## src/design/tarcp_pkg.sv

```systemverilog
// Package for the time and rate command parser: beat types, parser state,
// prefix tables and small decode helpers. No dependencies.
`default_nettype none

package tarcp_pkg;

    // Prefix tracking while the command text comes in
    typedef enum logic [1:0] {
        PS_UNDECIDED = 2'd0,
        PS_TIME      = 2'd1,
        PS_RATE      = 2'd2,
        PS_NONE      = 2'd3
    } t_prefix_state;

    // Command kind reported with each verdict
    typedef enum logic [1:0] {
        KIND_INVALID = 2'd0,
        KIND_TIME    = 2'd1,
        KIND_RATE    = 2'd2
    } t_cmd_kind;

    typedef struct packed {
        logic [7:0] char_code;
        logic       end_of_command;
    } t_in_beat;

    typedef struct packed {
        logic [1:0] command_kind;
        logic [4:0] hours;
        logic [5:0] minutes;
        logic [5:0] seconds;
        logic [5:0] rate_seconds;
    } t_out_beat;

    typedef struct packed {
        logic [4:0]    chars_seen;
        t_prefix_state prefix_state;
        logic          format_good;
        logic          string_ended;
        logic [6:0]    hour_acc;
        logic [6:0]    minute_acc;
        logic [6:0]    second_acc;
        logic [6:0]    rate_acc;
    } t_parse_state;

    localparam t_parse_state STATE_RESET = '{
        chars_seen:   5'd0,
        prefix_state: PS_UNDECIDED,
        format_good:  1'b1,
        string_ended: 1'b0,
        hour_acc:     7'd0,
        minute_acc:   7'd0,
        second_acc:   7'd0,
        rate_acc:     7'd0
    };

    localparam logic [4:0] CHARS_MAX       = 5'd31;
    localparam logic [4:0] COMMON_LEN      = 5'd5;
    localparam logic [4:0] TIME_PREFIX_LEN = 5'd9;
    localparam logic [4:0] RATE_PREFIX_LEN = 5'd7;
    localparam logic [4:0] TIME_TOTAL_LEN  = 5'd17;
    localparam logic [4:0] RATE_LEN_SHORT  = 5'd8;
    localparam logic [4:0] RATE_LEN_LONG   = 5'd9;

    localparam logic [6:0] HOURS_MAX   = 7'd23;
    localparam logic [6:0] MINUTES_MAX = 7'd59;
    localparam logic [6:0] SECONDS_MAX = 7'd59;
    localparam logic [6:0] RATE_MIN    = 7'd2;
    localparam logic [6:0] RATE_MAX    = 7'd60;

    localparam logic [7:0] CHAR_NUL   = 8'h00;
    localparam logic [7:0] CHAR_ZERO  = 8'h30;
    localparam logic [7:0] CHAR_NINE  = 8'h39;
    localparam logic [7:0] CHAR_COLON = 8'h3A;
    localparam logic [7:0] CHAR_I     = 8'h49;
    localparam logic [7:0] CHAR_M     = 8'h4D;

    // Expected character of the clock command prefix at a position below nine
    function automatic logic [7:0] time_prefix_char(input logic [3:0] pos);
        logic [7:0] ch;
        case (pos)
            4'd0:    ch = 8'h53; // S
            4'd1:    ch = 8'h45; // E
            4'd2:    ch = 8'h54; // T
            4'd3:    ch = 8'h5F; // _
            4'd4:    ch = 8'h54; // T
            4'd5:    ch = 8'h49; // I
            4'd6:    ch = 8'h4D; // M
            4'd7:    ch = 8'h45; // E
            4'd8:    ch = 8'h3D; // =
            default: ch = 8'h00;
        endcase
        return ch;
    endfunction

    // Expected character of "SET_TM=" at a position below seven
    function automatic logic [7:0] rate_prefix_char(input logic [2:0] pos);
        logic [7:0] ch;
        case (pos)
            3'd0:    ch = 8'h53; // S
            3'd1:    ch = 8'h45; // E
            3'd2:    ch = 8'h54; // T
            3'd3:    ch = 8'h5F; // _
            3'd4:    ch = 8'h54; // T
            3'd5:    ch = 8'h4D; // M
            3'd6:    ch = 8'h3D; // =
            default: ch = 8'h00;
        endcase
        return ch;
    endfunction

    function automatic logic is_digit(input logic [7:0] ch);
        return (ch >= CHAR_ZERO) && (ch <= CHAR_NINE);
    endfunction

    // acc * 10 + digit, kept to seven bits
    function automatic logic [6:0] mac10(input logic [6:0] acc, input logic [7:0] ch);
        logic [9:0] sum;
        logic [7:0] dig;
        dig = ch - CHAR_ZERO;
        sum = {acc, 3'b000} + {2'b00, acc, 1'b0} + {6'd0, dig[3:0]};
        return sum[6:0];
    endfunction

endpackage

`default_nettype wire

```

## src/design/tarcp_step.sv

```systemverilog
// Per-character state update and end-of-command verdict for the parser.
// Pure combinational; depends on tarcp_pkg.
`default_nettype none

module tarcp_step
    import tarcp_pkg::*;
(
    input  wire t_parse_state i_state,
    input  wire logic [7:0]   i_char_code,
    output t_parse_state      o_next_state,
    output t_out_beat         o_verdict
);

    logic [4:0] w_pos;
    logic [7:0] w_char;

    assign w_pos  = i_state.chars_seen;
    assign w_char = i_char_code;

    // Advance the parse state by one character
    always_comb begin
        o_next_state = i_state;
        if (!i_state.string_ended) begin
            if (w_char == CHAR_NUL) begin
                o_next_state.string_ended = 1'b1;
            end else begin
                unique case (i_state.prefix_state)
                    PS_UNDECIDED: begin
                        if (w_pos < COMMON_LEN) begin
                            if (w_char != time_prefix_char(w_pos[3:0]))
                                o_next_state.prefix_state = PS_NONE;
                        end else if (w_char == CHAR_I) begin
                            o_next_state.prefix_state = PS_TIME;
                        end else if (w_char == CHAR_M) begin
                            o_next_state.prefix_state = PS_RATE;
                        end else begin
                            o_next_state.prefix_state = PS_NONE;
                        end
                    end
                    PS_TIME: begin
                        if (w_pos < TIME_PREFIX_LEN) begin
                            if (w_char != time_prefix_char(w_pos[3:0]))
                                o_next_state.prefix_state = PS_NONE;
                        end else begin
                            case (w_pos) inside
                                5'd9, 5'd10: begin
                                    if (is_digit(w_char))
                                        o_next_state.hour_acc = mac10(i_state.hour_acc, w_char);
                                    else
                                        o_next_state.format_good = 1'b0;
                                end
                                5'd12, 5'd13: begin
                                    if (is_digit(w_char))
                                        o_next_state.minute_acc =
                                            mac10(i_state.minute_acc, w_char);
                                    else
                                        o_next_state.format_good = 1'b0;
                                end
                                5'd15, 5'd16: begin
                                    if (is_digit(w_char))
                                        o_next_state.second_acc =
                                            mac10(i_state.second_acc, w_char);
                                    else
                                        o_next_state.format_good = 1'b0;
                                end
                                5'd11, 5'd14: begin
                                    if (w_char != CHAR_COLON)
                                        o_next_state.format_good = 1'b0;
                                end
                                default: o_next_state.format_good = 1'b0;
                            endcase
                        end
                    end
                    PS_RATE: begin
                        if (w_pos < RATE_PREFIX_LEN) begin
                            if (w_char != rate_prefix_char(w_pos[2:0]))
                                o_next_state.prefix_state = PS_NONE;
                        end else if (w_pos == RATE_LEN_SHORT - 5'd1
                                     || w_pos == RATE_LEN_LONG - 5'd1) begin
                            if (is_digit(w_char))
                                o_next_state.rate_acc = mac10(i_state.rate_acc, w_char);
                            else
                                o_next_state.format_good = 1'b0;
                        end else begin
                            o_next_state.format_good = 1'b0;
                        end
                    end
                    PS_NONE: ;
                    default: ;
                endcase
                // Saturate the position count
                if (i_state.chars_seen != CHARS_MAX)
                    o_next_state.chars_seen = i_state.chars_seen + 5'd1;
            end
        end
    end

    // Judge the command seen so far
    always_comb begin
        o_verdict = '0;
        o_verdict.command_kind = KIND_INVALID;
        if (i_state.prefix_state == PS_TIME && i_state.format_good
            && i_state.chars_seen == TIME_TOTAL_LEN
            && i_state.hour_acc <= HOURS_MAX && i_state.minute_acc <= MINUTES_MAX
            && i_state.second_acc <= SECONDS_MAX) begin
            o_verdict.command_kind = KIND_TIME;
            o_verdict.hours        = i_state.hour_acc[4:0];
            o_verdict.minutes      = i_state.minute_acc[5:0];
            o_verdict.seconds      = i_state.second_acc[5:0];
        end else if (i_state.prefix_state == PS_RATE && i_state.format_good
                     && (i_state.chars_seen == RATE_LEN_SHORT
                         || i_state.chars_seen == RATE_LEN_LONG)
                     && i_state.rate_acc >= RATE_MIN && i_state.rate_acc <= RATE_MAX) begin
            o_verdict.command_kind = KIND_RATE;
            o_verdict.rate_seconds = i_state.rate_acc[5:0];
        end
    end

endmodule

`default_nettype wire

```

## src/design/time_and_rate_command_parser.sv

```systemverilog
// Top level of the terminal command parser: parse state register, output register.
// Depends on tarcp_pkg and tarcp_step.
//
// Usage:
//   The input channel (i_in_valid / o_in_ready / i_in_beat) carries one command
//   character per beat, then one beat with end_of_command set. Character beats
//   produce no result; the end beat produces exactly one result beat on the
//   output channel (o_out_valid / i_out_ready / o_out_beat) carrying the command
//   kind and the decoded hours, minutes, seconds or sampling interval.
//   Throughput: one input beat per cycle while o_in_ready is high. Each character
//   updates the parse state register in the cycle it is accepted; the verdict is
//   loaded into the output register on the end beat, visible in the next cycle.
//   The parse state returns to its reset value after each end beat, so the next
//   command may follow in the very next cycle.
//   Stall: while a result waits in the output register and the receiver holds
//   i_out_ready low, o_in_ready drops; it rises again in the cycle the result
//   is taken, so back-to-back commands see no stall while the receiver keeps up.
//   Reset (i_rst_n low, synchronous): clears the parse state and empties the
//   output register.
`default_nettype none

module time_and_rate_command_parser
    import tarcp_pkg::*;
(
    input  wire logic      i_clk,
    input  wire logic      i_rst_n,
    input  wire logic      i_in_valid,
    output logic           o_in_ready,
    input  wire t_in_beat  i_in_beat,
    output logic           o_out_valid,
    input  wire logic      i_out_ready,
    output t_out_beat      o_out_beat
);

    t_parse_state r_state;
    t_parse_state n_state;
    t_out_beat    r_out_beat;
    t_out_beat    n_out_beat;
    logic         r_out_valid;
    logic         w_in_accept;
    logic         w_end_accept;

    // Per-character update and verdict
    tarcp_step u_step (
        .i_state      (r_state),
        .i_char_code  (i_in_beat.char_code),
        .o_next_state (n_state),
        .o_verdict    (n_out_beat)
    );

    // Accept while the output register is empty or being drained
    assign o_in_ready   = !r_out_valid || i_out_ready;
    assign w_in_accept  = i_in_valid && o_in_ready;
    assign w_end_accept = w_in_accept && i_in_beat.end_of_command;

    // Hold or advance the parse state; clear it after each end beat
    always_ff @(posedge i_clk) begin
        if (!i_rst_n) begin
            r_state <= STATE_RESET;
        end else if (w_in_accept) begin
            if (i_in_beat.end_of_command)
                r_state <= STATE_RESET;
            else
                r_state <= n_state;
        end
    end

    // Output register: load on end beat, drop once taken
    always_ff @(posedge i_clk) begin
        if (!i_rst_n) begin
            r_out_valid <= 1'b0;
        end else if (w_end_accept) begin
            r_out_valid <= 1'b1;
        end else if (i_out_ready) begin
            r_out_valid <= 1'b0;
        end
    end

    always_ff @(posedge i_clk) begin
        if (w_end_accept)
            r_out_beat <= n_out_beat;
    end

    assign o_out_valid = r_out_valid;
    assign o_out_beat  = r_out_beat;

`ifndef SYNTH
    // A result appears only after an end beat
    a_out_from_end: assert property (@(posedge i_clk) disable iff (!i_rst_n)
        $rose(r_out_valid) |-> $past(w_end_accept))
        else $error("result beat without end marker");

    // Parse state is back at reset after an end beat
    a_state_cleared: assert property (@(posedge i_clk) disable iff (!i_rst_n)
        w_end_accept |=> (r_state == STATE_RESET))
        else $error("parse state not cleared after end marker");

    // Invalid verdicts carry zero values
    a_invalid_zero: assert property (@(posedge i_clk) disable iff (!i_rst_n)
        (r_out_valid && r_out_beat.command_kind == KIND_INVALID) |->
            (r_out_beat.hours == 5'd0 && r_out_beat.minutes == 6'd0
             && r_out_beat.seconds == 6'd0 && r_out_beat.rate_seconds == 6'd0))
        else $error("invalid verdict with nonzero values");

    // Time verdicts stay in range
    a_time_range: assert property (@(posedge i_clk) disable iff (!i_rst_n)
        (r_out_valid && r_out_beat.command_kind == KIND_TIME) |->
            (r_out_beat.hours <= 5'd23 && r_out_beat.minutes <= 6'd59
             && r_out_beat.seconds <= 6'd59 && r_out_beat.rate_seconds == 6'd0))
        else $error("time verdict out of range");

    // Position count never moves while the string has ended, but for the reset on an end beat
    a_ended_frozen: assert property (@(posedge i_clk) disable iff (!i_rst_n)
        (r_state.string_ended && !w_end_accept) |=> $stable(r_state.chars_seen))
        else $error("position advanced after zero character");
`endif

endmodule

`default_nettype wire
```

## config.mk

```make
export PLATFORM = sky130hd
export DESIGN_NAME = time_and_rate_command_parser
export DESIGN_NICKNAME = d
export VERILOG_FILES = /design/src/design/tarcp_pkg.sv /design/src/design/tarcp_step.sv /design/src/design/time_and_rate_command_parser.sv
export SDC_FILE = /design/constraint.sdc
export NUM_CORES = 1
export LEC_CHECK = 0
export BUFFER_PORTS_ARGS = -buffer_cell sky130_fd_sc_hd__buf_2
export CORE_ASPECT_RATIO = 0.5
export CORE_MARGIN = 4
export CORE_UTILIZATION = 60
export CTS_CLUSTER_SIZE = 25
export DETAILED_ROUTE_END_ITERATION = 10
export HOLD_SLACK_MARGIN = 0.02
export PLACE_DENSITY = 0.86
export SLEW_MARGIN = 0
export SYNTH_ARGS = -nofsm -noshare
export SYNTH_HDL_FRONTEND = slang
export SYNTH_SLANG_ARGS = --single-unit
```

## constraint.sdc

```tcl
create_clock -name i_clk -period 5.5 [get_ports i_clk]
set_input_delay 0.275 -clock i_clk [delete_from_list [all_inputs] [get_ports i_clk]]
set_output_delay 0.275 -clock i_clk [all_outputs]
set_load 0.03 [all_outputs]
```

After elaboration in Yosys (flattened, before gate mapping)
Memory sizes are Yosys's and may differ from the RTL's. A register that Yosys moved wholly into a read port is not among the register bits.
Cells that the tools add are included.

word-level totals
  memories kept = 2
  flip-flop bits (word level) = 63
  input port bits = 13
  logic and storage cells = 180
  output and inout port bits = 27
  memory bits (read-only) = 224

memories
  name             words  width  rd ports  clocked after memory_dff  write ports  RTL line         RTL
  (no name shown)  16     7      1         1                         0            tarcp_pkg.sv:81  case (pos)
  (no name shown)  16     7      1         1                         0            tarcp_pkg.sv:81

operators by class
  bitwise logic cells = 1
  order comparisons = 10
  add/subtract/negate cells = 10
  eq/ne operators = 40
  multiplexer cells = 60
  reduce and logical (&&, ||, !) cells = 43

operators by type and width
  kind                                                         number
  2-to-1 mux 8 bit                                             13
  2-to-1 mux 7 bit                                             13
  2-to-1 mux 37 bit                                            2
  2-to-1 mux 21 bit                                            2
  case mux 7 bit (6 select lines)                              1
  == test 5 x 4 -> 1 bit (second input constant)               8
  adder 7 x 4 -> 7 bit                                         4
  adder 7 bit                                                  4
  2-to-1 mux 28 bit                                            1
  != test 8 bit                                                3
  <= comparator 7 x 6 -> 1 bit (second input constant)         3
  AND reduction 7 bit                                          3
  AND reduction 9 bit                                          2
  nonzero test 2 bit                                           9
  == test 8 x 7 -> 1 bit (second input constant)               2
  2-to-1 mux 2 bit                                             8
  2-to-1 mux 4 bit                                             4
  2-to-1 mux 1 bit                                             13
  logical AND 1 bit                                            12
  != test 2 bit (second input constant)                        6
  != test 3 x 2 -> 1 bit (second input constant)               4
  OR reduction 2 bit                                           6
  == test 5 bit (second input constant)                        2
  less-than comparator 5 x 3 -> 1 bit (second input constant)  2
  31 further kinds                                             37

Longest topological paths before layout
Gate-level depths: netlist of the first run.

  depth in word-level cells = 16
  mapped depth = 13
  mapped depth without buffers = 12

Cells and area by module
From an unflattened synthesis of the first run, not the netlist that was laid out.

unflattened totals
  cells, all modules = 532
  area total of the unflattened synthesis = 5076.1 sq um

modules (own cells, without submodules)
  module                        cells an instance  seq. area each (sq um)  area each (sq um)  instances
  tarcp_step                    336                0.0                     2607.5             1
  time_and_rate_command_parser  196                1511.4                  2468.6             1

Least setup slack after synthesis of the first run
No wires, ideal clock.

  kind = flip-flop to flip-flop
  from = register r_state[32] (netlist bit)
  to = register with a tool-made name
  cell stages (with the launch flop) = 13
  setup time = 114 ps
  slack = 3145 ps
  data required time = 5386 ps
  period minus slack after synthesis = 2355 ps
  buffers on the path = 0
  data arrival time = 2241 ps
  path through = dfxtp_1 -> ha_1 -> and3_1 -> ha_1 -> a211oi_4 -> o21ai_4 -> xnor2_1 -> nor2_1 -> inv_1 -> ha_1 -> inv_1 -> mux2i_1 -> a21o_1

RTL lines
  what                      RTL line                            RTL
  start: declaration        time_and_rate_command_parser.sv:35  t_parse_state r_state;
  start signal: assignment  time_and_rate_command_parser.sv:64  r_state <= n_state;

Final worst setup path of the first run
  from = register r_state[34] (netlist bit)
  to = register r_state[31] (netlist bit)

between the ends
  cells in the longest elaborated chain, start to end = 10
  elaborated cells between the ends (all ways) = 27

RTL lines
  what                                                            RTL line          RTL
  == test 3 x 2 -> 1 bit / == test 3 bit (equally long branches)  tarcp_pkg.sv:99   case (pos)
  OR reduction 2 bit (no source line)                             -
  case mux 7 bit (6 select lines)                                 tarcp_pkg.sv:99
  2-to-1 mux 8 bit                                                tarcp_step.sv:75  if (w_pos < RATE_PREFIX_LEN) begin
  2-to-1 mux 8 bit                                                tarcp_step.sv:27  unique case (i_state.prefix_state)
  2-to-1 mux 8 bit                                                tarcp_step.sv:24  if (w_char == CHAR_NUL) begin
  2-to-1 mux 8 bit                                                tarcp_step.sv:23  if (!i_state.string_ended) begin
  != test 8 bit                                                   tarcp_step.sv:76  if (w_char != rate_prefix_char(w_pos[2:0]))
  != test 3 x 2 -> 1 bit (no source line)                         -
  AND reduction 9 bit (no source line)                            -

Several ways; a longest one is shown, not always the timed one. The select of a mux whose other input is x is not followed.
A chain may end at the register's enable or synchronous reset.

==> summary.md, run 1 <==
| Metric | Value |
|---|---|
| Detailed-route DRC error count | 0 |
| Drt wl/cell | 16.1 um |
| Final-report hold violation count | 0 |
| Status | completed |
| Cell with the most instances after synthesis | ha_1 |
| Worst reg2reg setup slack | 2620 ps |
| Die X | 132 um |
| Final Cycle Share | 52.4% |
| Core Box Area | 0.00743 mm^2 |
| Worst-Margin Slew | 1080 ps |
| Number of post-CTS setup repair buffers | 0 |
| Warnings, synthesis | 0 |
| Clk_lat worst skew | 340 ps |
| Remaining antenna violation count after routing | 0 |
| Critical R2R Launch | r_state[34] |
| Clock Path Buffers | 2 |
| Total chip power | 1280 uW |
| Placed Area | 0.00486 mm^2 |
| Critical path arrival | 3140 ps |
| Hold_buf cts | 0 |
| Crit path capture type | register |
| DIE HEIGHT | 70.2 um |
| R2R Path End | r_state[31] |
| Cell Rows | 22 |
| Synth top area share | 19.4% |
| IO Port Bufs | 39 |
| Routed WL | 9820 um |
| Final HPWL DP | 7100 um |
| Gp weighted congestion | 0.938 |
| Share of layout cells above drive strength 1 | 13.9% |
| #FFs+latches synth | 70 |
| CP peak stage delay | 730 ps |
| Initial DRT Pass Iterations | 5 |
| Crit path kind | reg2reg |
| Critical Path Fanout Max | 21 |
| Cell Chain, Critical Path | inv_1, ha_1, nor3_1, a21oi_1, o311ai_0, o21ai_0, o211ai_1, mux2i_1 |
| Sequential fraction of the synthesis area | 35.6% |
| Origin of the worst setup path | r_state[34] |
| Vias in the first global route | 3405 |
| MaxCap Viol Count | 0 |
| Critical path's top delay family | compound AO/OA/AOI/OAI gates |
| Gr usage total | 21.8% |
| GRT Residual Overflow | 0 |
| Avg Vias per Cell | 5.88 |
| Global-route wire length before repair | 16200 um |
| Total Nets Final | 575 |
| Setup crit end | r_state[31] |
| Mean Syn Cell Area | 9.74 um^2 |
| PD cells | 249 mW/mm^2 |
| FF-to-FF path depth | 8 |
| Clock transition at path regs | 60 ps |
| Synthesized net count | 545 |
| Min Tclk post-route | 2880 ps |
| Number of buffers and inverters on the critical path | 1 |
| Filler cells | 566 |
| Req. time, crit path | 5750 ps |
| Synth area leaders | dfxtp_1, edfxtp_1, ha_1, mux2i_1, xnor2_1 |
| Commonest cells in the netlist | ha_1, dfxtp_1, nor2_1, a21oi_1, inv_1 |
| PostCTS Resize Cnt | 0 |
| Synth-to-layout area growth | 10.5% |
| Final setup viols | 0 |
| Htree depth | 3 |
| EDFF count, synth | 25 |
| Leakage power | 0.00218 uW |
| Ys async rst share | 0% |
| CTS tree | yes |
| Largest net degree at the start of global routing | 31 |
| Worst slew margin | 28.0% |
| Crit start category | register |
| Crit. path cell count | 8 |
| Maximum VDD drop | 0.000165 V |
| Initial Util | 62.5% |
| Initial antenna violation count | 0 |
| Post-Route Utilization | 69.0% |
| Clock sink count | 70 |
| # diodes | 0 |
| Slowest CP cell | dfxtp_1 |
| Iter 0 DRT Violations | 340 |
| RSZ-0062 raised after global routing | false |
| DIE AREA | 0.00930 mm^2 |
| Total CTS buffers | 9 |
| Post-synth top area cell | dfxtp_1 |
| Final Max Slew Viols | 0 |
| Synth Instances | 477 |
| Path type of the worst min-delay path | in2reg |
| I/O pin count | 40 |
| CTS root buf | clkbuf_16 |
| Cell area after layout | 0.00513 mm^2 |
| Synthesized cell area | 0.00464 mm^2 |
| Max Fclk | 347 MHz |
| Distinct cells, synth | 65 |
| Via Count | 3576 |
| Clock skew | 7.55 ps |
| Total negative slack | 0 ps |
| Top_reg_cell synth | dfxtp_1 |
## report_power, final
| part | switching, uW | internal (uW) | total (uW) | leakage (uW) |
|---|---|---|---|---|
| logic | 117 | 68.0 | 185 | 0.00144 |
| registers | 13.6 | 553 | 566 | 0.000607 |
| clock network | 220 | 304 | 524 | 0.000130 |
| total | 351 | 924 | 1280 | 0.00218 |
## metal layers
layer	part of all wire [%]	GRT usage, %
met1	44	27.4
met5	0	0
met2	46	36.3
met4	2.6	9.68
met3	7.4	5.11
## worst min-delay path by stage
stage | start | end | slack, ps | depth (start not counted)
after global routing | i_rst_n | r_state[6] | 240 | 2
after CTS | i_rst_n | r_state[6] | 220 | 2
after floorplan | i_rst_n | r_state[6] | 390 | 1
final | i_rst_n | r_state[6] | 220 | 2
after global placement | r_state[20] | r_state[20] | 460 | 2
after detailed placement | r_state[27] | r_state[27] | 470 | 2
## layout make-up
class	instances	area, um^2	area share, %
Sequential cell	70	1650	32.2
Tap cell	96	120	2.34
Inverter	33	124	2.41
Clock inverter	6	38.8	0.756
Multi-Input combinational cell	354	2770	54.0
Clock buffer	10	229	4.46
Timing Repair Buffer	39	195	3.80
## registers in the layout, indices dropped and copies added, names as in the netlist, named ones only
signal,flops
o_out_valid,1
o_out_beat,25
r_state,37
## kinds of logic after synthesis
family / after synthesis / share of synthesized area (%)
AND/OR/NAND/NOR: 150 / 18.3
AO/OA/AOI/OAI: 96 / 14.1
flip-flops: 70 / 35.6
adder cells (fa/ha/maj): 55 / 16.1
buffers and inverters: 53 / 4.77
XOR/XNOR: 27 / 5.09
multiplexers: 26 / 5.98
## metrics by stage
stage / worst slack, ps / cells / hold slack [ps]
4_1_cts: 2690 / 608 / 217
3_3_place_gp: 2880 / 592 / 457
6_report: 2620 / 608 / 222
2_1_floorplan: 3140 / 477 / 392
3_5_place_dp: 2800 / 592 / 473
5_1_grt: 2350 / 608 / 238
## placed cells by master, fill, tap and decap left out, types with 6 or more instances in the layout
cell | Yosys | routed
a21o_1 | 11 | 11
a21oi_1 | 33 | 33
and2_1 | 28 | 28
buf_2 | 7 | 39
clkbuf_16 | 0 | 9
dfxtp_1 | 45 | 45
edfxtp_1 | 25 | 25
fa_1 | 8 | 8
ha_1 | 47 | 47
inv_1 | 31 | 31
mux2i_1 | 23 | 23
nand2_1 | 9 | 9
nand2b_1 | 8 | 8
nand3_1 | 13 | 13
nand4_1 | 6 | 6
nor2_1 | 45 | 45
nor3_1 | 6 | 6
o21a_1 | 8 | 8
o21ai_0 | 17 | 17
xnor2_1 | 22 | 22
(Power assumes the default switching activity.)
==> inputs of run 2 (changes only) <==
ABC_AREA = 1   (was not set)
CORE_UTILIZATION = 55   (was 60)
PLACE_DENSITY = 0.83   (was 0.86)
clock period = 2.3 ns   (was 5.5 ns; I/O delays follow)
==> run 2 against run 1 <==
  * Global-route usage is 1.4 points higher
  * Worst hold slack worse by 69 ps
  * Core utilization is 1.7 points lower
  * Clock skew is 0.56 ps lower
  * Largest power group unchanged
  * Total power grew to 2.6 times the previous value
  * Critical path type unchanged
  * Sequential power is 150% higher
  * Clock power is 140% higher
  * Wire length is 15% higher
  * Sequential share of layout area is 2.5 points lower
  * Synthesized cell count is 28% higher
==> summary.md, run 2 <==
| Metric | Value |
|---|---|
| Status | completed |
| Synth area leaders | dfxtp_1, edfxtp_1, ha_1, inv_1, nand2_1 |
| Slowest CP cell | dfxtp_1 |
| Maximum VDD drop | 0.000347 V |
| Max Fclk | 464 MHz |
| Multi-input logic area | 0.00275 mm^2 |
| DIE HEIGHT | 74.5 um |
| Placed Area | 0.00526 mm^2 |
| Most frequent cells in the layout | nand2_1, inv_1, nor2_1 |
| Crit start category | register |
| Sequential fraction of the synthesis area | 34.0% |
| Crit path capture type | register |
| FF-to-FF path depth | 16 |
| Gr usage total | 23.2% |
| Final HPWL DP | 8560 um |
| Drt wl/cell | 14.4 um |
| Synth-to-layout area growth | 14.8% |
| Cell Chain, Critical Path | ha_2, inv_2, nor2_2, ha_2, nand2_2, nand2_8, nand2_1, inv_1, nor3_2, buf_4, buf_4, ha_1, nand3b_1, nand2_1, nand2_1, nand2_1 |
| Mean Syn Cell Area | 7.95 um^2 |
| Leakage power | 0.00255 uW |
| Cell mode on critical path | nand2_1 |
| Synthesized net count | 679 |
| Critical path arrival | 2430 ps |
| Clock skew | 6.99 ps |
| Commonest non-fill, non-tap cell in the layout | nand2_1 |
| Gp weighted congestion | 0.928 |
| Total CTS buffers | 9 |
| Final Cycle Share | 93.6% |
| Htree depth | 3 |
| Path type of the worst min-delay path | in2reg |
| IO Port Bufs | 39 |
| Post-synth top area cell | dfxtp_1 |
| Routed WL | 11300 um |
| Top_reg_cell synth | dfxtp_1 |
| Max FFs per register | 37 |
| Clock Path Buffers | 2 |
| Worst slew margin | 65.1% |
| Via Count | 4320 |
| Crit path kind | reg2reg |
| Initial DRT Pass Iterations | 5 |
| Core Box Area | 0.00829 mm^2 |
| Ys async rst share | 0% |
| Critical Path Fanout Max | 9 |
| Clock sink count | 70 |
| Largest net degree at the start of global routing | 22 |
| Post-Layout Cell Count | 786 |
| Worst reg2reg setup slack | 150 ps |
| Die X | 141 um |
| Synth top area share | 18.5% |
| Number of buffers and inverters on the critical path | 4 |
| Req. time, crit path | 2580 ps |
| Remaining antenna violation count after routing | 0 |
| CTS root buf | clkbuf_16 |
| DIE AREA | 0.0105 mm^2 |
| Global-route wire length before repair | 19000 um |
| Post-Route Utilization | 67.3% |
| WHS Path Cells | 4 |
| Total Nets Final | 737 |
| I/O pin count | 40 |
| Iter 0 DRT Violations | 367 |
| Final-report hold violation count | 0 |
| CTS tree | yes |
| Avg Vias per Cell | 5.50 |
| Min Tclk post-route | 2150 ps |
| # diodes | 0 |
| Hold path startpoint | i_out_ready |
| Vias in the first global route | 4137 |
| CP peak stage delay | 340 ps |
| Final setup viols | 0 |
| MaxCap Viol Count | 0 |
| Distinct cells, synth | 51 |
| Placed Cells | 766 |
| Largest Register | r_state |
| Cell area after layout | 0.00558 mm^2 |
| FF/Latch Area | 0.00165 mm^2 |
| Clock transition at path regs | 60 ps |
| Critical path's top delay family | simple AND/OR/NAND/NOR gates |
| Post-route worst setup slack | 147 ps |
| Detailed-route DRC error count | 0 |
| Initial antenna violation count | 0 |
| Initial Util | 58.6% |
| GRT Residual Overflow | 0 |
| #FFs+latches synth | 70 |
| PD cells | 600 mW/mm^2 |
| Cell Rows | 23 |
| Filler cells | 686 |
| Warnings, synthesis | 0 |
| Post-Place Setup Slack | 12.5 ps |
| Synth Instances | 611 |
| Commonest cells in the netlist | inv_1, nand2_1, nor2_1, ha_1, dfxtp_1 |
| Fin Hold WS | 152 ps |
| Critical R2R Launch | r_state[32] |
| Worst-Margin Slew | 524 ps |
| Clk_lat worst skew | 340 ps |
| Share of layout cells above drive strength 1 | 19.7% |
| Hold EP | o_out_valid |
| Synthesized cell area | 0.00486 mm^2 |
| Final Max Slew Viols | 0 |
| EDFF count, synth | 25 |
run 2: cell types whose count changed in the layout (fill, tap and decap cells not counted), sizes merged, moves of 25 or more:
cell   previous run  this run
nand2             9       102
mux2i            25         0
inv              34       108
nand3            13        38
and2             28         1
nor2             47        86
run 2: cell families after synthesis:
logic type | share of synthesized area (%)
compound gates | 12.2
buf+inv | 9.81
xor+xnor | 2.16
simple gates | 26.4
fa+ha+maj | 15.4
flops | 34.0
run 2: worst max-delay path by stage:
stage	from	to	cells after the start
3_3_place_gp	r_state[32]	register	14
2_1_floorplan	r_state[32]	register	13
4_1_cts	r_state[32]	register	14
6_report	r_state[32]	register	16
3_5_place_dp	r_state[32]	register	14
5_1_grt	r_state[33]	register	13
run 2: timing repair:
action                                  CTS  global route
pin swaps                                 1             5
gates cloned                              0             0
hold endpoints to repair                  0             0
hold buffers                              0             0
gates resized for setup                   0            13
buffers inserted                          1             3
endpoints found under the setup margin    1            10
run 2: area by class of cell:
| class | count | share of cell area, % |
|---|---|---|
| Clock inverter | 6 | 0.718 |
| Inverter | 108 | 7.36 |
| Clock buffer | 10 | 4.11 |
| Multi-Input combinational cell | 422 | 49.4 |
| Sequential cell | 70 | 29.7 |
| Timing Repair Buffer | 58 | 6.28 |
| Tap cell | 112 | 2.51 |
run 2: metal layers:
| layer | GRT usage (%) | up-vias | wire length [um] |
|---|---|---|---|
| met1 | 29.4 | 1975 | 4960 |
| met2 | 38.1 | 192 | 5080 |
| met3 | 5.84 | 33 | 983 |
| met5 | 0 | - | 0 |
| met4 | 11.1 | 0 | 291 |
| li1 | - | 2120 | - |
run 2: power by group:
| part | switching [uW] | total [uW] | internal, uW |
|---|---|---|---|
| logic | 450 | 687 | 238 |
| clock network | 540 | 1270 | 727 |
| registers | 45.8 | 1390 | 1350 |
run 2: worst register-to-register path, cell delays in order, from the launching register on:
cell and delay, ps:
dfxtp_1 340, ha_2 190, inv_2 50, nor2_2 130
ha_2 190, nand2_2 90, nand2_8 120, nand2_1 60
inv_1 80, nor3_2 60, buf_4 130, buf_4 130
ha_1 210, nand3b_1 160, nand2_1 80, nand2_1 40
nand2_1 50
run 2: metrics by stage:
| step | power (uW) | TNS, ps |
|---|---|---|
| after CTS | 3350 | 0 |
| final | 3350 | 0 |
| after detailed placement | 2080 | 0 |
| after floorplan | 1900 | 0 |
| after global placement | 2060 | 0 |
| after global routing | 3510 | -38.0 |
==> inputs of run 3 (changes only) <==
==> constraint.sdc (replaced) <==
create_clock -name i_clk -period 2.3 [get_ports i_clk]
set_input_delay 0 -clock i_clk [delete_from_list [all_inputs] [get_ports i_clk]]
set_output_delay 0 -clock i_clk [all_outputs]
set_load 0.03 [all_outputs]
==> run 3 against run 2 <==
  * Combinational power grew 0.6%
  * Largest cell class unchanged
  * Register-to-register slack lost 50 ps
  * Highest routed layer unchanged
  * Critical path type unchanged
  * Clock-buffer cell count is the same
==> summary.md, run 3 (synthesis gave the netlist of run 2 again) <==
| Metric | Value |
|---|---|
| Leakage power | 0.00255 uW |
| Crit path kind | reg2reg |
| Clock sink count | 70 |
| Hold path startpoint | i_out_ready |
| Initial DRT Pass Iterations | 6 |
| # diodes | 0 |
| Gr usage total | 23.5% |
| Iter 0 DRT Violations | 455 |
| Final Cycle Share | 96.0% |
| Origin of the worst setup path | r_state[32] |
| DIE HEIGHT | 74.5 um |
| Drt wl/cell | 14.7 um |
| DIE AREA | 0.0105 mm^2 |
| Via Count | 4295 |
| Clock Path Buffers | 2 |
| IO Port Bufs | 39 |
| Core Box Area | 0.00829 mm^2 |
| Worst reg2reg setup slack | 90 ps |
| Die X | 141 um |
| Filler cells | 632 |
| Htree depth | 3 |
| Crit path capture type | register |
| Avg Vias per Cell | 5.49 |
| Final-report hold violation count | 0 |
| CTS tree | yes |
| Gp weighted congestion | 0.950 |
| Worst slew margin | 57.6% |
| Largest net degree at the start of global routing | 27 |
| Largest Register | r_state |
| Req. time, crit path | 2530 ps |
| Clock skew | 7.87 ps |
| Max Fclk | 453 MHz |
| Total Nets Final | 733 |
| Final setup viols | 0 |
| Maximum VDD drop | 0.000375 V |
| Critical R2R Launch | r_state[32] |
| Initial antenna violation count | 0 |
| CTS root buf | clkbuf_16 |
| Hold_buf cts | 0 |
| Cell Rows | 23 |
| Share of layout cells above drive strength 1 | 19.7% |
| Vias in the first global route | 4083 |
| Path type of the worst min-delay path | in2reg |
| GRT Residual Overflow | 0 |
| Post-Layout Cell Count | 782 |
| RSZ-0062 raised after global routing | true |
| MaxCap Viol Count | 0 |
| Crit start category | register |
| Synth-to-layout area growth | 15.3% |
| Remaining antenna violation count after routing | 0 |
| Most frequent cells in the layout | nand2_1, inv_1, nor2_1 |
| Final HPWL DP | 8390 um |
| PD cells | 637 mW/mm^2 |
| Max FFs per register | 37 |
| Initial Util | 58.6% |
| I/O pin count | 40 |
| Final Max Slew Viols | 0 |
| Status | completed |
| Detailed-route DRC error count | 0 |
| WHS Path Cells | 4 |
| Min Tclk post-route | 2210 ps |
| Clock transition at path regs | 60 ps |
| FF-to-FF path depth | 13 |
| Global-route wire length before repair | 19400 um |
| Fin Hold WS | 43.0 ps |
| Commonest non-fill, non-tap cell in the layout | nand2_1 |
| Critical Path Fanout Max | 9 |
| Clk_lat worst skew | 340 ps |
| Worst-Margin Slew | 636 ps |
| Total CTS buffers | 9 |
| Routed WL | 11500 um |
| Critical path arrival | 2440 ps |
| Placed Cells | 765 |
run 3: cell type report:
| class | count | area, um^2 | area share [%] |
|---|---|---|---|
| clock buffer | 10 | 229 | 4.09 |
| clock inverter | 6 | 86.3 | 1.54 |
| inverter | 108 | 410 | 7.33 |
| multi-input combinational | 422 | 2760 | 49.3 |
| sequential | 70 | 1660 | 29.6 |
| tap | 112 | 140 | 2.50 |
| timing repair buffer | 54 | 320 | 5.72 |
run 3: worst min path at each step:
stage                       end  slack [ps]
global placement     o_in_ready         380
CTS                 o_out_valid          40
detailed placement   o_in_ready         390
finish              o_out_valid          40
global route        o_out_valid          80
floorplan            o_in_ready         260
run 3: metal layers:
layer | vias to the layer above | track usage [%] | wire, um
met1 | 1962 | 30.3 | 5010
met4 | 0 | 9.24 | 339
li1 | 2114 | - | -
met3 | 32 | 4.88 | 994
met2 | 187 | 39.5 | 5160
met5 | - | 0 | 0
run 3: report_power, final:
part           internal [uW]  leakage [uW]  total, uW  switching [uW]
clock network            949      0.000153       1480             535
registers               1350      0.000606       1400            46.8
logic                    234       0.00180        691             457
total                   2530       0.00255       3570            1040
run 3: worst max-delay path, cell delays in order, from the launching register on:
cell and delay [ps]:
dfxtp_1 340, ha_2 190, inv_1 60, nor2_2 130, ha_1 170, nand2_2 100, nand2_8 130, a21oi_1 70
nor3_2 240, inv_2 80, ha_1 300, nand3b_1 150, nand3_1 90, nand2_1 50
run 3: what timing repair did:
item	4_1_cts	5_1_grt
resized for setup	0	15
setup buffers	0	1
endpoints found under the setup margin	0	10
run 3: metrics by stage:
stage	total power [uW]	instance area, um^2	setup TNS (ps)	setup slack [ps]	util, %
4_1_cts	3560	5560	0	8.51	67.1
3_5_place_dp	2080	5250	0	40.5	63.3
5_1_grt	3740	5600	-71.4	-71.4	67.6
6_report	3570	5600	0	92.2	67.6
2_1_floorplan	1900	4860	0	65.0	-
3_3_place_gp	2060	5250	0	144	63.3
